## src/sv/mono_frame_draw_engine_defines.svh

```systemverilog
// Assertion macros for the RTL.
`ifndef MONO_FRAME_DRAW_ENGINE_DEFINES_SVH
`define MONO_FRAME_DRAW_ENGINE_DEFINES_SVH

`ifndef SYNTH
`define MFDE_ASSERT(lbl, prop, msg) \
  lbl: assert property (@(posedge clk) disable iff (!rst_n) prop) else $error(msg);
`define MFDE_ASSERT_ALWAYS(lbl, prop, msg) \
  lbl: assert property (@(posedge clk) prop) else $error(msg);
`else
`define MFDE_ASSERT(lbl, prop, msg)
`define MFDE_ASSERT_ALWAYS(lbl, prop, msg)
`endif

`endif

```

## src/sv/mfde_pkg.sv

```systemverilog
package mfde_pkg;

  typedef enum logic [2:0] {
    FN_POINT  = 3'd0,
    FN_LINE   = 3'd1,
    FN_RECT   = 3'd2,
    FN_FILL   = 3'd3,
    FN_CIRCLE = 3'd4,
    FN_CLEAR  = 3'd5,
    FN_READ   = 3'd6,
    FN_NOP    = 3'd7
  } func_t;

  typedef enum logic [3:0] {
    S_BOOT,
    S_IDLE,
    S_CLEAR,
    S_INIT,
    S_PIX,
    S_WR,
    S_READ,
    S_RWAIT,
    S_DONE
  } state_t;

  // circle decision variable width
  localparam int D_W = 13;
  localparam int C_D0     = 3;
  localparam int C_STEP_A = 6;
  localparam int C_STEP_B = 10;
  localparam int C_GAIN   = 4;

  typedef struct packed {
    logic load;
    logic seg_init;
    logic seg_next;
    logic pix_rd;
    logic pix_wr;
    logic adv;
    logic clr_wr;
    logic rd_issue;
    logic rd_capture;
  } mfde_cmd_t;

  typedef struct packed {
    logic pix_ok;
    logic gen_last;
    logic seg_last;
    logic fill_empty;
    logic clr_last;
  } mfde_sts_t;

endpackage

```

## src/sv/mfde_ctrl.sv

```systemverilog
`include "mono_frame_draw_engine_defines.svh"

module mfde_ctrl (
  input  logic               clk,
  input  logic               rst_n,
  input  logic               start,
  input  logic [2:0]         in_func,
  input  mfde_pkg::mfde_sts_t sts,
  output mfde_pkg::mfde_cmd_t cmd,
  output logic               busy,
  output logic               out_valid
);
  import mfde_pkg::*;

  state_t state_r, state_nxt;

  always_ff @(posedge clk) begin
    if (!rst_n) begin
      state_r <= S_BOOT;
    end else begin
      state_r <= state_nxt;
    end
  end

  // shared exit of the pixel loop
  function automatic state_t pix_exit(input mfde_sts_t s, input state_t stay);
    state_t n;
    if (!s.gen_last) n = stay;
    else if (s.seg_last) n = S_DONE;
    else n = S_INIT;
    return n;
  endfunction

  always_comb begin
    state_nxt = state_r;
    unique case (state_r)
      S_BOOT:  if (sts.clr_last) state_nxt = S_IDLE;
      S_IDLE: begin
        if (start) begin
          unique case (func_t'(in_func))
            FN_POINT, FN_LINE, FN_RECT, FN_FILL, FN_CIRCLE: state_nxt = S_INIT;
            FN_CLEAR: state_nxt = S_CLEAR;
            FN_READ:  state_nxt = S_READ;
            default:  state_nxt = S_DONE;
          endcase
        end
      end
      S_CLEAR: if (sts.clr_last) state_nxt = S_DONE;
      S_INIT:  state_nxt = sts.fill_empty ? S_DONE : S_PIX;
      S_PIX:   state_nxt = sts.pix_ok ? S_WR : pix_exit(sts, S_PIX);
      S_WR:    state_nxt = pix_exit(sts, S_PIX);
      S_READ:  state_nxt = S_RWAIT;
      S_RWAIT: state_nxt = S_DONE;
      S_DONE:  state_nxt = S_IDLE;
      default: state_nxt = S_IDLE;
    endcase
  end

  always_comb begin
    cmd       = '0;
    busy      = 1'b1;
    out_valid = 1'b0;
    unique case (state_r)
      S_BOOT, S_CLEAR: cmd.clr_wr = 1'b1;
      S_IDLE: begin
        busy     = 1'b0;
        cmd.load = start;
      end
      S_INIT: cmd.seg_init = 1'b1;
      S_PIX: begin
        cmd.pix_rd   = sts.pix_ok;
        cmd.adv      = !sts.pix_ok;
        cmd.seg_next = !sts.pix_ok && sts.gen_last && !sts.seg_last;
      end
      S_WR: begin
        cmd.pix_wr   = 1'b1;
        cmd.adv      = 1'b1;
        cmd.seg_next = sts.gen_last && !sts.seg_last;
      end
      S_READ:  cmd.rd_issue = 1'b1;
      S_RWAIT: cmd.rd_capture = 1'b1;
      S_DONE:  out_valid = 1'b1;
      default: ;
    endcase
  end

  `MFDE_ASSERT(a_accept_busy, (start && !busy) |=> busy, "accepted command did not raise busy")
  `MFDE_ASSERT(a_done_idle, out_valid |=> !busy, "result not followed by idle")
  `MFDE_ASSERT(a_wr_after_rd, (state_r == S_WR) |-> $past(state_r == S_PIX),
               "pixel write without preceding read")

endmodule

```

## config.mk

```make
export PLATFORM = sky130hd
export DESIGN_NAME = mfde_ctrl
export DESIGN_NICKNAME = d
export VERILOG_FILES = /design/src/sv/mfde_pkg.sv /design/src/sv/mfde_ctrl.sv
export VERILOG_INCLUDE_DIRS = /design/src /design/src/sv
export SDC_FILE = /design/constraint.sdc
export NUM_CORES = 1
export LEC_CHECK = 0
export BUFFER_PORTS_ARGS = -buffer_cell sky130_fd_sc_hd__buf_2
export CAP_MARGIN = 20
export CORE_AREA = 2 2 39 41
export CTS_BUF_LIST = sky130_fd_sc_hd__clkbuf_2
export DETAILED_ROUTE_END_ITERATION = 6
export DIE_AREA = 0 0 41 43
export SLEW_MARGIN = 10
export SYNTH_ARGS = -nofsm -noshare
export SYNTH_HDL_FRONTEND = slang
export SYNTH_SLANG_ARGS = --single-unit
```

## constraint.sdc

```tcl
create_clock -name clk -period 2.7 [get_ports clk]
set_clock_uncertainty 0.15 [all_clocks]
set_input_delay 0.27 -clock clk [delete_from_list [all_inputs] [get_ports clk]]
set_output_delay 0.27 -clock clk [all_outputs]
set_load 0.01 [all_outputs]
```

# --- Word level (Yosys, flattened, before mapping) ---
# Cells that the tools add are included.
word_totals:
  word_cells: 48
  register_bits: 4
  out_inout_bits: 11
  in_bits: 11
classes:
  reduce_logical: 10
  muxes: 20
  eq_ne: 17
op_table:
  columns: ["op", "count"]
  rows:
  - ["4-bit case mux with 8 select lines", 1]
  - ["4-bit two-way mux", 7]
  - ["4-bit by 3-bit equality test with 1-bit output, second input constant", 4]
  - ["4-bit case mux with 3 select lines", 1]
  - ["3-bit equality test, second input constant", 3]
  - ["1-bit two-way mux", 9]
  - ["4-bit by 2-bit equality test with 1-bit output, second input constant", 2]
  - ["3-bit by 2-bit equality test with 1-bit output, second input constant", 2]
  - ["2-bit != test, second input constant", 3]
  - ["5-bit OR reduction", 1]
  - ["4-bit by 1-bit equality test with 1-bit output, second input constant", 1]
  - ["4-bit equality test, second input constant", 1]
  - ["4-bit zero test", 1]
  - ["1-bit case mux with 2 select lines", 2]
  - ["3-bit by 1-bit equality test with 1-bit output, second input constant", 1]
  - ["1-bit logical AND", 3]
  - ["3-bit zero test", 1]
  - ["3-bit AND reduction", 1]
  - ["1-bit zero test", 2]
  - ["2-bit OR reduction", 1]

# --- Depth between registers and ports, before layout ---
logic_depth:
  word_depth: 5
  mapped_depth: 5
  mapped_depth_nobuf: 4

# --- Least setup slack after synthesis ---
# OpenSTA, ideal clock, no wires.
synth_path:
  path_type: "reg2out"
  startpoint: "reg state_r[3]"
  endpoint: "out cmd[5] (netlist bit)"
  path_slack_ps: 1201
  path_buffers: 1
  stages_incl_launch_ff: 4
  required_time_ps: 2280
  arrival_ps: 1079
  cell_sequence: "dfxtp_1 > buf_2 > nand2b_1 > nor4b_1"
synth_lines:
  columns: ["element", "line_no", "rtl"]
  rows:
  - ["from (decl)", "mfde_ctrl.sv:15", "state_t state_r, state_nxt;"]
  - ["from (signal assigned)", "mfde_ctrl.sv:21", "state_r <= state_nxt;"]
  - ["to (decl)", "mfde_ctrl.sv:9", "output mfde_pkg::mfde_cmd_t cmd,"]

==> results.toml <==
[outcome]
status = "complete, no violations"

[placement]
gp_routability_congestion = 0.7753
port_buffers = 21
pre_cts_slack_ns = 0.9294
dp_hpwl_um = 875.6
detailed_place.area_um2 = 541.8

[clocking]
clockBufferDepth = 2
clock_latency_on_the_worst_skew_pair_ns = 0.20
cts-htree-levels = 1
clock_tree_from_tritoncts = "built"
cts.sinks = 4
cts_root_buffer_type = "clkbuf_2"
numCtsBuffers = 3
postCtsResizedCells = 0
cts.repair_timing.setup_buffer_count = 0
clock_pin_slew_worst_setup_and_hold_paths_ns = 0.04
cts_hold_repair.buffers = 0

[drt]
detailed_route_vias_per_instance = 5.585
drtPass1Iterations = 5
drc_errors = 0
detailroute.via_count = 525
antenna_left = 0
postRouteWirelength_um = 1175
first_iter_violations = 18
wl_per_cell_um = 12.50

[setup_path]
cp_data_arrival_time_ns = 1.61
worst_r2r_startpoint = "state_r[2]"
critPathMaxFanout = 19
crit_path_start_kind = "flip-flop"
setup.worst_path.start = "state_r[2]"
crit_path_end_kind = "primary output"
timing.critical_path.required_ns = 2.28
criticalPathCategory = "flip-flop to primary output"
r2r.worst_path.cells = 3

[global_routing]
grt_max_degree = 20
grt_usage = 0.1548
antenna_found_initial = 0
grt_pass1_vias = 438
grt_pass1_wl_um = 1828
grt_overflow_total = 0

[synthesis]
synth_nets = 71
yosysTopAreaCellShare = 0.1768
synth_area_um2 = 452.9
netlist_top_cells_area = "dfxtp_1, buf_2, nand2b_1"
post_synth_inst_count = 60
avgSynthCellArea_um2 = 7.549
synth.yosys.seq_area_share = 0.1768
yosysUniqueCellTypes = 30
ys_seq_elements = 4
synth_top_cell_by_area = "dfxtp_1"
yosys_warnings = 0

[timing]
fmaxAchievable_mhz = 492.4
final-setup-viol-count = 0
post-route-min-period_ns = 2.031
worst_slack_ns = 0.6690
worstMarginPinSlew_ns = 0.6518
fin_setup_tns_ns = 0
report.final.slew_viol_count = 0
worst_slew_margin_rel = 0.5649
unrepaired_setup_endpoints_after_global_routing = "false"
post-route-period-util = 0.7522
timing.final.hold_violations = 0

[die]
floorplan.io_pins = 22
start_util = 0.3273
core-area_um2 = 1384
die-width_um = 41
number_of_rows_created_at_floorplan = 14
floorplan_die_area_um2 = 1763
floorplan.die.height_um = 43

[power_and_ir_drop]
total_power_mw = 0.1661
max-vdd-ir-drop_v = 0.0002763
leak_pwr_nw = 0.2472
power.density_nw_per_um2 = 298.2

[min_path]
holdPathStages = 3
hold_crit_start = "rst_n"
hp-class = "input port to flip-flop"

[finish]
layout-drive-gt1-share = 0.3462
design.final.nets = 91
stdcell_area_um2 = 556.8
layout_top_registers = "state_r (4)"
fillCellCount = 151
syn2layout_area_growth_pct = 22.93
largest_register_ff_count = 4
antenna_cells = 0
regMostFlops = "state_r"

[job]
timing.max_cap.violations = 0
==> report_power, final <==
group / internal [mW] / total (mW) / switching, mW
Sequential: 0.0612 / 0.0682 / 0.00700
Combinational: 0.0238 / 0.0465 / 0.0228
Clock: 0.0298 / 0.0513 / 0.0215
==> critical path, stage by stage, from the launching register on <==
cell and delay, ns:
dfxtp_1 0.73, nor2b_1 0.32, and3_1 0.22, buf_2 0.14
==> metrics by stage <==
stage	instances	hold slack, ns	utilization
after CTS	94	0.1562	0.4024
after global placement	91	0.3700	0.3915
after floorplan	60	0.2429	-
after detailed placement	91	0.3734	0.3915
final	94	0.1682	0.4024
after global routing	94	0.1730	0.4024
==> routing by layer <==
| layer | track usage | up-vias | part of all wire |
|---|---|---|---|
| met4 | 0.08000 | 0 | 0.0060 |
| met1 | 0.2129 | 241 | 0.49 |
| met3 | 0.06283 | 2 | 0.062 |
| li1 | - | 262 | - |
| met2 | 0.2000 | 20 | 0.44 |
| met5 | 0 | - | 0 |
==> synth_stat cells, drive strengths merged <==
cell    instances
buf             6
nor2            6
a211oi          4
dfxtp           4
nand2b          4
nor3            4
nor4b           3
o21ai           3
a21oi           2
and3            2
inv             2
nand2           2
nand4           2
nor2b           2
nor3b           2
o21a            2
o21ba           2
a221oi          1
a311oi          1
a32o            1
and2            1
nand3           1
nand3b          1
o32a            1
o41ai           1
==> path summary, 6_finish.rpt <==
check,slack (ns),endpoint
max,0.67,cmd[6]
min,0.17,state_r[0]
max reg2reg,1.02,state_r[3]
min reg2reg,0.64,state_r[0]
==> area by class of cell <==
cell class,count,area [um^2],area share
Timing Repair Buffer,21,105.1,0.1888
Inverter,2,7.507,0.01348
Clock buffer,3,15.01,0.02697
Multi-Input combinational cell,48,329.1,0.5910
Tap cell,16,20.02,0.03596
Sequential cell,4,80.08,0.1438
==> cells by family after synthesis <==
family | synth area share
simple gates | 0.4143
compound gates | 0.3121
flops | 0.1768
buf+inv | 0.09666
==> cell usage in the layout, fill, tap and decap left out <==
master     n
nand4_1    2
buf_2     21
o21ai_1    2
nor4b_4    1
nor3_1     4
nor4b_1    2
o21ai_0    1
a21oi_1    2
nand2b_1   4
a211oi_2   1
nand3b_1   1
nor2_1     6
nor3b_1    2
a32o_1     1
nand3_1    1
and2_1     1
a221oi_1   1
o32a_1     1
nand2_1    2
o21ba_1    2
inv_1      1
and3_1     2
nor2b_1    2
o21a_1     2
a311oi_1   1
clkbuf_2   3
dfxtp_1    4
a211oi_1   3
o41ai_1    1
inv_2      1
Note: power is estimated with default switching activity, not from simulation.
